==> src/rtl/core/rlrd_pkg.sv <==
// Shared types, constants and the ring pattern decode for the LED ring decoder.
`timescale 1ns / 1ps

package rlrd_pkg;

    localparam int NUM_TRACKS = 8;
    localparam int TRK_W      = (NUM_TRACKS > 1) ? $clog2(NUM_TRACKS) : 1;

    localparam int CTRL_W     = 7;
    localparam int RV_W       = 7;
    localparam int TPB_W      = 4;
    localparam int OFS_W      = 3;
    localparam int LED_W      = 11;
    localparam int CFG_IDX_W  = 2;
    localparam int CFG_DATA_W = 7;

    // Restoring divide, one quotient bit per step
    localparam int DIV_STEPS  = CTRL_W;
    localparam int CNT_W      = $clog2(DIV_STEPS);

    localparam logic [CFG_IDX_W-1:0] CFG_BASE   = 2'd0;
    localparam logic [CFG_IDX_W-1:0] CFG_TPB    = 2'd1;
    localparam logic [CFG_IDX_W-1:0] CFG_OFFSET = 2'd2;
    localparam logic [CFG_IDX_W-1:0] CFG_CENTER = 2'd3;

    localparam logic [CTRL_W-1:0] BASE_RST   = 7'd48;
    localparam logic [TPB_W-1:0]  TPB_RST    = 4'd1;
    localparam logic [OFS_W-1:0]  OFFSET_RST = 3'd0;
    localparam logic              CENTER_RST = 1'b1;

    localparam logic [3:0] POS_LIMIT = 4'hC;
    localparam logic [3:0] POS_CLAMP = 4'hB;
    localparam logic [3:0] RING_MID  = 4'd5;
    localparam logic [3:0] RING_LAST = 4'd10;

    localparam logic [1:0] MODE_DOT    = 2'd0;
    localparam logic [1:0] MODE_BAR    = 2'd1;
    localparam logic [1:0] MODE_FILL   = 2'd2;
    localparam logic [1:0] MODE_SPREAD = 2'd3;

    typedef struct packed {
        logic load;
        logic step;
        logic store;
        logic show;
    } rlrd_cmd_t;

    function automatic logic [LED_W-1:0] ring_pattern(input logic [RV_W-1:0] entry);
        logic [3:0]       pos;
        logic [3:0]       v;
        logic [3:0]       lo;
        logic [3:0]       hi;
        logic [LED_W-1:0] pat;
        pos = entry[3:0];
        if (pos > POS_CLAMP)
        begin
            pos = POS_CLAMP;
        end
        v = pos - 4'd1;
        unique case (entry[5:4])
            MODE_DOT:
            begin
                lo = v;
                hi = v;
            end
            MODE_BAR:
            begin
                lo = (v < RING_MID) ? v : RING_MID;
                hi = (v > RING_MID) ? v : RING_MID;
            end
            MODE_FILL:
            begin
                lo = 4'd0;
                hi = v;
            end
            MODE_SPREAD:
            begin
                lo = (v < RING_MID) ? (RING_MID - v) : 4'd0;
                hi = ((RING_MID + v) > RING_LAST) ? RING_LAST : (RING_MID + v);
            end
        endcase
        for (int i = 0; i < LED_W; i++)
        begin
            pat[i] = (4'(i) >= lo) && (4'(i) <= hi);
        end
        if (pos == 4'd0)
        begin
            pat = '0;
        end
        return pat;
    endfunction

endpackage

==> src/rtl/core/rlrd_ctrl.sv <==
// Sequencer for the LED ring decoder: load, divide steps, store, show.
`timescale 1ns / 1ps

module rlrd_ctrl (
    input  logic               clk,
    input  logic               rst_n,
    input  logic               start,
    output logic               busy,
    output logic               done,
    output rlrd_pkg::rlrd_cmd_t cmd
);
    import rlrd_pkg::*;

    typedef enum logic [1:0] {
        ST_IDLE,
        ST_DIV,
        ST_STORE,
        ST_SHOW
    } state_t;

    state_t           state_reg;
    state_t           state_next;
    logic [CNT_W-1:0] cnt_reg;
    logic [CNT_W-1:0] cnt_next;
    logic             done_reg;
    logic             done_next;

    always_comb
    begin
        state_next = state_reg;
        cnt_next   = cnt_reg;
        done_next  = 1'b0;
        cmd        = '0;
        unique case (state_reg)
            ST_IDLE:
            begin
                if (start)
                begin
                    cmd.load   = 1'b1;
                    cnt_next   = '0;
                    state_next = ST_DIV;
                end
            end
            ST_DIV:
            begin
                cmd.step = 1'b1;
                if (cnt_reg == CNT_W'(DIV_STEPS - 1))
                begin
                    state_next = ST_STORE;
                end
                else
                begin
                    cnt_next = cnt_reg + 1'b1;
                end
            end
            ST_STORE:
            begin
                cmd.store  = 1'b1;
                state_next = ST_SHOW;
            end
            ST_SHOW:
            begin
                cmd.show   = 1'b1;
                done_next  = 1'b1;
                state_next = ST_IDLE;
            end
        endcase
    end

    always_ff @(posedge clk or negedge rst_n)
    begin
        if (!rst_n)
        begin
            state_reg <= ST_IDLE;
            cnt_reg   <= '0;
            done_reg  <= 1'b0;
        end
        else
        begin
            state_reg <= state_next;
            cnt_reg   <= cnt_next;
            done_reg  <= done_next;
        end
    end

    assign busy = (state_reg != ST_IDLE);
    assign done = done_reg;

endmodule

==> src/rtl/core/rlrd_dp.sv <==
// Datapath: config registers, serial divider, ring store and pattern decode.
`timescale 1ns / 1ps

module rlrd_dp (
    input  logic                              clk,
    input  logic                              rst_n,
    input  rlrd_pkg::rlrd_cmd_t               cmd,
    input  logic                              cfg_we,
    input  logic [rlrd_pkg::CFG_IDX_W-1:0]    cfg_index,
    input  logic [rlrd_pkg::CFG_DATA_W-1:0]   cfg_data,
    input  logic [rlrd_pkg::CTRL_W-1:0]       controller,
    input  logic [rlrd_pkg::RV_W-1:0]         ring_value,
    output logic [rlrd_pkg::LED_W-1:0]        led_pattern,
    output logic                              center_led,
    output logic                              index_error
);
    import rlrd_pkg::*;

    logic [CTRL_W-1:0] base_reg;
    logic [TPB_W-1:0]  tpb_reg;
    logic [OFS_W-1:0]  offset_reg;
    logic              center_en_reg;

    logic [CTRL_W-1:0] quo_reg;
    logic [CTRL_W-1:0] quo_next;
    logic [TPB_W-1:0]  rem_reg;
    logic [TPB_W-1:0]  rem_next;
    logic [TPB_W-1:0]  div_reg;
    logic              under_reg;
    logic [RV_W-1:0]   rv_reg;
    logic              err_reg;
    logic              err_next;

    logic [RV_W-1:0]   store_reg [NUM_TRACKS];
    logic [RV_W-1:0]   clamped;
    logic [RV_W-1:0]   shown;
    logic [7:0]        ofs_ext;
    logic [TPB_W:0]    trial;

    logic [LED_W-1:0]  led_reg;
    logic              center_reg;
    logic              ierr_reg;

    always_ff @(posedge clk or negedge rst_n)
    begin
        if (!rst_n)
        begin
            base_reg      <= BASE_RST;
            tpb_reg       <= TPB_RST;
            offset_reg    <= OFFSET_RST;
            center_en_reg <= CENTER_RST;
        end
        else if (cfg_we)
        begin
            unique case (cfg_index)
                CFG_BASE:   base_reg      <= cfg_data[CTRL_W-1:0];
                CFG_TPB:    tpb_reg       <= cfg_data[TPB_W-1:0];
                CFG_OFFSET: offset_reg    <= cfg_data[OFS_W-1:0];
                CFG_CENTER: center_en_reg <= cfg_data[0];
            endcase
        end
    end

    // one restoring step: shift in dividend msb, subtract if it fits
    always_comb
    begin
        trial = {rem_reg, quo_reg[CTRL_W-1]};
        if (trial >= {1'b0, div_reg})
        begin
            rem_next = TPB_W'(trial - {1'b0, div_reg});
            quo_next = {quo_reg[CTRL_W-2:0], 1'b1};
        end
        else
        begin
            rem_next = trial[TPB_W-1:0];
            quo_next = {quo_reg[CTRL_W-2:0], 1'b0};
        end
    end

    assign err_next = under_reg || ({1'b0, quo_reg} >= 8'(NUM_TRACKS));

    always_comb
    begin
        clamped = rv_reg;
        if (rv_reg[3:0] >= POS_LIMIT)
        begin
            clamped[3:0] = POS_CLAMP;
        end
    end

    assign ofs_ext = 8'(offset_reg);
    assign shown   = (ofs_ext < 8'(NUM_TRACKS)) ? store_reg[ofs_ext[TRK_W-1:0]] : '0;

    always_ff @(posedge clk)
    begin
        if (cmd.load)
        begin
            quo_reg   <= controller - base_reg;
            under_reg <= (controller < base_reg);
            div_reg   <= (tpb_reg == '0) ? TPB_W'(1) : tpb_reg;
            rem_reg   <= '0;
            rv_reg    <= ring_value;
        end
        else if (cmd.step)
        begin
            quo_reg <= quo_next;
            rem_reg <= rem_next;
        end
        if (cmd.store)
        begin
            err_reg <= err_next;
        end
        if (cmd.show)
        begin
            led_reg    <= ring_pattern(shown);
            center_reg <= center_en_reg & shown[6];
            ierr_reg   <= err_reg;
        end
    end

    always_ff @(posedge clk or negedge rst_n)
    begin
        if (!rst_n)
        begin
            for (int i = 0; i < NUM_TRACKS; i++)
            begin
                store_reg[i] <= '0;
            end
        end
        else if (cmd.store && !err_next)
        begin
            store_reg[quo_reg[TRK_W-1:0]] <= clamped;
        end
    end

    assign led_pattern = led_reg;
    assign center_led  = center_reg;
    assign index_error = ierr_reg;

endmodule

==> src/rtl/core/rotary_led_ring_decoder_core.sv <==
// Top level of the rotary LED ring decoder: sequencer plus datapath.
//
// channel  | signals                                    | transaction
// ---------+--------------------------------------------+-----------------------------
// command  | start, busy, controller, ring_value        | start & !busy
// result   | done, led_pattern, center_led, index_error | done, held one cycle
// config   | cfg_valid, cfg_ready, cfg_index, cfg_data  | cfg_valid & cfg_ready
//
// The result strobe follows an accepted command after 7 divide steps (one quotient
// bit per cycle of the restoring divider), 1 store and 1 show; the core takes
// no new command until the result is strobed.
// A new command is taken in the cycle the result is strobed.
// Reset clears control state, config to defaults and the 8-entry ring store.
// The receiver cannot stall; cfg_ready is always high.
`timescale 1ns / 1ps

module rotary_led_ring_decoder_core (
    input  logic                              clk,
    input  logic                              rst_n,
    input  logic                              start,
    output logic                              busy,
    input  logic [rlrd_pkg::CTRL_W-1:0]       controller,
    input  logic [rlrd_pkg::RV_W-1:0]         ring_value,
    output logic                              done,
    output logic [rlrd_pkg::LED_W-1:0]        led_pattern,
    output logic                              center_led,
    output logic                              index_error,
    input  logic                              cfg_valid,
    output logic                              cfg_ready,
    input  logic [rlrd_pkg::CFG_IDX_W-1:0]    cfg_index,
    input  logic [rlrd_pkg::CFG_DATA_W-1:0]   cfg_data
);
    import rlrd_pkg::*;

    rlrd_cmd_t cmd;

    assign cfg_ready = 1'b1;

    rlrd_ctrl u_ctrl (
        .clk   (clk),
        .rst_n (rst_n),
        .start (start),
        .busy  (busy),
        .done  (done),
        .cmd   (cmd)
    );

    rlrd_dp u_dp (
        .clk         (clk),
        .rst_n       (rst_n),
        .cmd         (cmd),
        .cfg_we      (cfg_valid & cfg_ready),
        .cfg_index   (cfg_index),
        .cfg_data    (cfg_data),
        .controller  (controller),
        .ring_value  (ring_value),
        .led_pattern (led_pattern),
        .center_led  (center_led),
        .index_error (index_error)
    );

    a_done_idle: assert property (@(posedge clk) disable iff (!rst_n)
        done |-> !busy)
        else $error("result strobe while busy");

    a_accept_busy: assert property (@(posedge clk) disable iff (!rst_n)
        (start && !busy) |=> busy)
        else $error("accepted command did not raise busy");

    a_done_pulse: assert property (@(posedge clk) disable iff (!rst_n)
        done |=> !done)
        else $error("result strobe longer than one cycle");

    a_done_after_busy: assert property (@(posedge clk) disable iff (!rst_n)
        done |-> $past(busy))
        else $error("result strobe without a transaction in flight");

endmodule
==> config.mk <==
export PLATFORM = sky130hd
export DESIGN_NAME = rotary_led_ring_decoder_core
export DESIGN_NICKNAME = d
export VERILOG_FILES = /design/src/rtl/core/rlrd_pkg.sv /design/src/rtl/core/rlrd_ctrl.sv /design/src/rtl/core/rlrd_dp.sv /design/src/rtl/core/rotary_led_ring_decoder_core.sv
export SDC_FILE = /design/constraint.sdc
export NUM_CORES = 1
export LEC_CHECK = 0
export BUFFER_PORTS_ARGS = -buffer_cell sky130_fd_sc_hd__buf_2
export CAP_MARGIN = 20
export CORE_UTILIZATION = 55
export DETAILED_ROUTE_END_ITERATION = 7
export PLACE_DENSITY = 0.74
export SYNTH_ARGS = -nofsm -noshare
export SYNTH_HDL_FRONTEND = slang
export SYNTH_SLANG_ARGS = --single-unit
==> constraint.sdc <==
create_clock -name clk -period 10.6 [get_ports clk]
set_clock_uncertainty 0.1 [all_clocks]
set_input_delay 2.12 -clock clk [delete_from_list [all_inputs] [get_ports clk]]
set_output_delay 2.12 -clock clk [all_outputs]
set_load 0.05 [all_outputs]
# Yosys cells after proc, flatten, opt, wreduce, memory -nomap -nowiden
# Index checks and enable logic that the tools add are counted.
# op_classes
magnitude_cmp	34
addsub	6
shift	0
n_reduce_logical	30
n_eq_ne	13
n_mux	33
div	0
bitwise_logic	3
mul	0
# op_table
op	count
$bwmux 56	1
$mux 7	6
$mux 4	10
$bmux 7 s3	1
$demux 7 s3	1
$ge 3x4->1 const A	4
$le 3x4->1 const A	4
$pmux 4 s4	1
$logic_and 1x1->1	13
$eq 2x2->1 const B	6
$ge 4x4->1 const A	3
$ge 4x4->1 const B	3
$le 4x4->1 const A	3
$pmux 4 s3	1
$reduce_and 2->1	5
$ge 1x4->1 const A	2
$ge 2x4->1 const A	2
$gt 4x4->1 const B	2
$le 1x4->1 const A	2
$le 2x4->1 const A	2
$logic_not 4->1	2
$not 3->4	2
$pmux 2 s4	1
$ge 7x4->1 const B	1
other kinds (27)	41
# totals
romBits	0
word_cells	143
out_inout_bits	16
latch_bits	0
input_bits	27
register_bits	114
ram_bits	0
mem_count	0

# Logic depth before layout (Yosys ltp)
# logic_depth
depth_word	16
ltp_mapped	15
depth_no_buf	13

# Hierarchy
# From an unflattened synthesis, not the netlist that was laid out.
# unflattened
hier_cells	487
hier_area_um2	5958.2
# modules_own_cells
mod	instances	area_per_inst_um2	cells_per_inst	seq_area_each_um2
rlrd_dp	1	5532.8	446	2852.7
rlrd_ctrl	1	414.1	39	150.1
rotary_led_ring_decoder_core	1	11.3	2	0.0

# Least setup slack after synthesis
# No wires, ideal clock.
# synth_timing
kind	input to register
from	input controller[0] (netlist bit)
to	register u_dp.quo_reg[6] (data pin)
cell_stages	10
required_time_ns	10.236
setup_ns	0.264
path_buffers	0
setup_slack_ns	6.871
arrival_time_ns	3.364
path_cell_list	inv_1 > ha_1 > fa_1 > nor2b_1 > o21ai_0 > nand2b_1 > a21o_1 > a21oi_1 > xor2_1 > o21ai_0
# synth_via
elab_chain_len	2
# synth_rtl
item	line_no	source
start: declaration	rotary_led_ring_decoder_core.sv:22	input logic [rlrd_pkg::CTRL_W-1:0] controller,
$sub 7x7->7	rlrd_dp.sv:98	quo_reg <= controller - base_reg;
$mux 7	rlrd_dp.sv:96	if (cmd.load)
end signal: assignment	rlrd_dp.sv:98	
end signal: assignment	rlrd_dp.sv:106	quo_reg <= quo_next;
end: declaration	rlrd_dp.sv:24	logic [CTRL_W-1:0] quo_reg;
# No other way between the ends.
# A chain may end at the register's enable or synchronous reset.

# Final worst setup path
# layout_timing
from	register u_dp.offset_reg[0]
to	register u_dp.led_reg[8] (netlist: u_dp.led_pattern[8]) (data pin)
# layout_via
elab_chain_len	16
word_cells_on_any_way	32
classes_between	add/sub (3); order compare (7); eq/ne (3); mux (14); bitwise (1); reduce/logical (4)
# layout_rtl
item	line_no	source
start: declaration	rlrd_dp.sv:21	logic [OFS_W-1:0] offset_reg;
start signal: assignment	rlrd_dp.sv:58	CFG_OFFSET: offset_reg <= cfg_data[OFS_W-1:0];
$not 3->4 (implied by the code)	rlrd_dp.sv:92	assign shown = (ofs_ext < 8'(NUM_TRACKS)) ? store_reg[ofs_ext[TRK_W-1:0]] : '0;
$bmux 7 s3	rlrd_dp.sv:92	
$mux 7 (implied by the code) (2 in a row)	rlrd_dp.sv:92	
$mux 7 (*)	rlrd_dp.sv:92	
$gt 4x4->1	rlrd_pkg.sv:55	if (pos > POS_CLAMP)
$mux 4	rlrd_pkg.sv:55	
$mux 4	rlrd_dp.sv:113	if (cmd.show)
$sub 4x1->4	rlrd_pkg.sv:59	v = pos - 4'd1;
$add 3x4->4	rlrd_pkg.sv:79	hi = ((RING_MID + v) > RING_LAST) ? RING_LAST : (RING_MID + v);
$gt 4x4->1	rlrd_pkg.sv:79	
$mux 4	rlrd_pkg.sv:79	
$pmux 4 s3	rlrd_pkg.sv:60	unique case (entry[5:4])
$mux 4	rlrd_dp.sv:113	
$le 4x4->1	rlrd_pkg.sv:84	pat[i] = (4'(i) >= lo) && (4'(i) <= hi);
$logic_and 1x1->1	rlrd_pkg.sv:84	
end signal: assignment	rlrd_dp.sv:115	led_reg <= ring_pattern(shown);
end: declaration	rlrd_dp.sv:40	logic [LED_W-1:0] led_reg;
# Every way passes the cells marked *; elsewhere a longest branch is shown, timed or not. The select of a mux whose other input is x is not followed.

==> metrics.csv <==
metric,value,unit
status,"complete, no violations",
hold wc startpoint,u_dp.err_reg,
synth warn,0,
simple-gate portion of the synthesized area,10.78,%
post-synthesis cell count,512,
CP dominant cell by count,ha_1,
FF-to-FF setup slack,6.14,ns
Routed WL,12180,µm
Mean Syn Cell Area,11.56,µm²
HPWL after detailed placement,8450,µm
setup tns final,0,ns
commonest cells in the netlist,"dfrtp_1, mux2_2, nand2_1",
Seq cells post-synth,114,
Slowest cell on crit path,dfrtp_1,
clk sinks,114,
Worst Setup EP,u_dp.led_pattern[8],
Tmin final,4.461,ns
htree depth,4,
post-synth top area cell,dfrtp_1,
CTS buffer count,17,
pwr dens,272.2,nW/µm²
Combinational Power Share,35.6,%
switching power,0.6864,mW
pin count of the biggest net entering global routing,78,
RSZ-0062 raised after global routing,false,
leak pwr,3.003,nW
Crit path arrival time,4.63,ns
final period utilization,42.09,%
power share of the sequential group,37.0,%
Worst-Margin Slew,1.035,ns
post-CTS setup buffer count,0,
Post-Syn Area,5918,µm²
CP max stage delay,0.84,ns
Starting Density,57.07,%
CTS tree,done,
initial antenna violation count,0,
min-delay worst type,reg -> reg,
first-pass GRT wire length,20410,µm
ys async rst share,67.54,%
Worst R2R End,u_dp.led_pattern[8],
die area,11180,µm²
Routed Antenna Nets,0,
Worst setup EP type,register,
num rows,37,
Setup Viol. Count Final,0,
final hold violations,0,
Synth cell types,62,
Final Power,1.839,mW
via/cell ratio,5.762,
Synth Net Count,562,
crit path from,u_dp.offset_reg[0],
Critical Path Start Type,register,
Final nets,607,
"count leader, synth",dfrtp_1,
"Top FF cell, synth",dfrtp_1,
"Seq/Total Area, Yosys",50.74,%
"Hold-fix buffers, CTS",0,
clock transition at the registers of the reported paths,0.06,ns
WL/cell,17.25,µm
vias in the first global route,4081,
area of the core,10370,µm²
r2r startpoint,u_dp.offset_reg[0],
MaxCap Viol Count,0,
share of the synthesized area in the top cell type,30.87,%
DRT iter0 DRCs,205,
switch share,37.33,%
largest family of logic cells by synthesized area,multiplexers,
mux share of post-synthesis cell area,16.91,%
Tot GR Track Use,24.12,%
Adder-Cell Fraction of Synth Area,5.116,%
clock buffer depth,2,
Post-synth EDFFs,33,
crit path cell chain,"mux4_2, mux2_2, a21oi_2, ha_1, xor2_1, ha_1, o41ai_1, or2_2, a21oi_1",
Compound-Gate Fraction of Synth Area,11.82,%
Die Y-Extent,105.7,µm
xor and xnor fraction of the mapped netlist area,1.332,%
FF-to-FF path depth,9,
CTS root buf,clkbuf_8,
maximum vdd drop,0.0001600,V
Largest register FFs,56,
Critical Path RT,10.77,ns
P_int,1.153,mW
I/O Buffers,41,
RD Place Congestion,0.9137,
Worst-Skew Late Latency,0.52,ns
Clock power frac,27.3,%
antenna diode count,0,
routed via count,4068,
# DRC,0,
CP max FO,18,
Detailed Routing Iterations Pass 1,5,
Die X,105.7,µm
Layout area overhead,14.16,%
relative slew slack,30.73,%
layout cells sized above 1,26.84,%
"Slew Viols, Final",0,
I/O pin count,43,
fmax,224.2,MHz
GR Overflow Total,0,
post_cts resized,0,
Crit Path Class,reg -> reg,
leading post-synthesis cells by cell area,"dfrtp_1, edfxtp_1, mux2_2",
-- worst max-delay path, delay by kind of cell, from the launching register on --
family	cells	cell delay, ns
and+or+nand+nor	1	0.21
adders and majority gates	2	0.75
AOI/OAI and AO/OA	3	1.05
DFF	1	0.84
xor gates and xnor gates	1	0.25
muxes	2	1.00
-- through the flow --
step / instances / cell area, µm² / util, % / hold WS [ns] / setup WS [ns]
3_5_place_dp: 674 / 6237 / 60.15 / 0.3125 / 6.201
5_1_grt: 706 / 6756 / 65.15 / 0.3356 / 5.831
2_1_floorplan: 512 / 5918 / - / 0.3003 / 6.871
3_3_place_gp: 674 / 6237 / 60.15 / 0.3069 / 6.296
4_1_cts: 706 / 6756 / 65.15 / 0.3241 / 6.174
6_report: 706 / 6756 / 65.15 / 0.3219 / 6.139
-- area by class of cell --
class	instances	area, µm²
Clock buffer	19	421.7
Clock inverter	13	97.59
Fill cell	793	3613
Inverter	28	105.1
Multi-Input combinational cell	352	2729
Sequential cell	114	3003
Tap cell	136	170.2
Timing Repair Buffer	44	230.2
-- power by group through the flow --
stage                     clock (mW)  combinational, mW  sequential [mW]
after detailed placement           0              0.649            0.688
after global placement             0              0.634            0.680
after global routing           0.530              0.730            0.697
after CTS                      0.508              0.654            0.680
final                          0.503              0.655            0.681
after floorplan                    0              0.479            0.712
-- worst min path at each step --
stage / to / depth (start not counted)
after floorplan: u_dp.index_error / 0
after global placement: u_dp.index_error / 0
after detailed placement: u_dp.index_error / 0
after CTS: u_dp.index_error / 0
after global routing: u_dp.index_error / 0
final: u_dp.index_error / 0
-- metal layers --
metal / share of wire (%) / wire length [µm] / up-vias / GRT usage [%]
met2: 48 / 5852 / 110 / 38.61
met1: 46 / 5642 / 1993 / 31.82
met4: 1.1 / 131 / 0 / 7.341
met5: 0 / 0 / - / 0
met3: 4.5 / 551 / 15 / 7.050
li1: - / - / 1950 / -
-- kinds of logic (layout without fill, tap and decap cells) --
kind of cell               after synthesis  count (layout)
and+or+nand+nor                        133             133
DFF                                    114             114
AOI/OAI and AO/OA                      108             108
muxes                                   78              78
buffers and inverters                   46             104
adders and majority gates               23              23
xor gates and xnor gates                 9               9
other                                    1               1
-- placed cells by master, fill, tap and decap left out, types with 4 or more instances in the layout --
cell	count
buf_4	4
mux2_2	49
dfrtp_1	73
nand2b_1	7
nand2_1	44
inv_1	28
nand3_1	14
clkbuf_16	16
o21a_1	4
nor3_1	7
clkinv_2	8
nand3b_1	4
mux4_2	12
nor2b_1	9
buf_2	40
mux2i_1	15
dfxtp_1	4
dfstp_2	4
a21o_1	6
xor2_1	4
nor2_1	32
a21oi_1	33
ha_1	21
o21ai_0	34
xnor2_1	5
edfxtp_1	33
No activity file was read; power rests on OpenSTA's default activity.
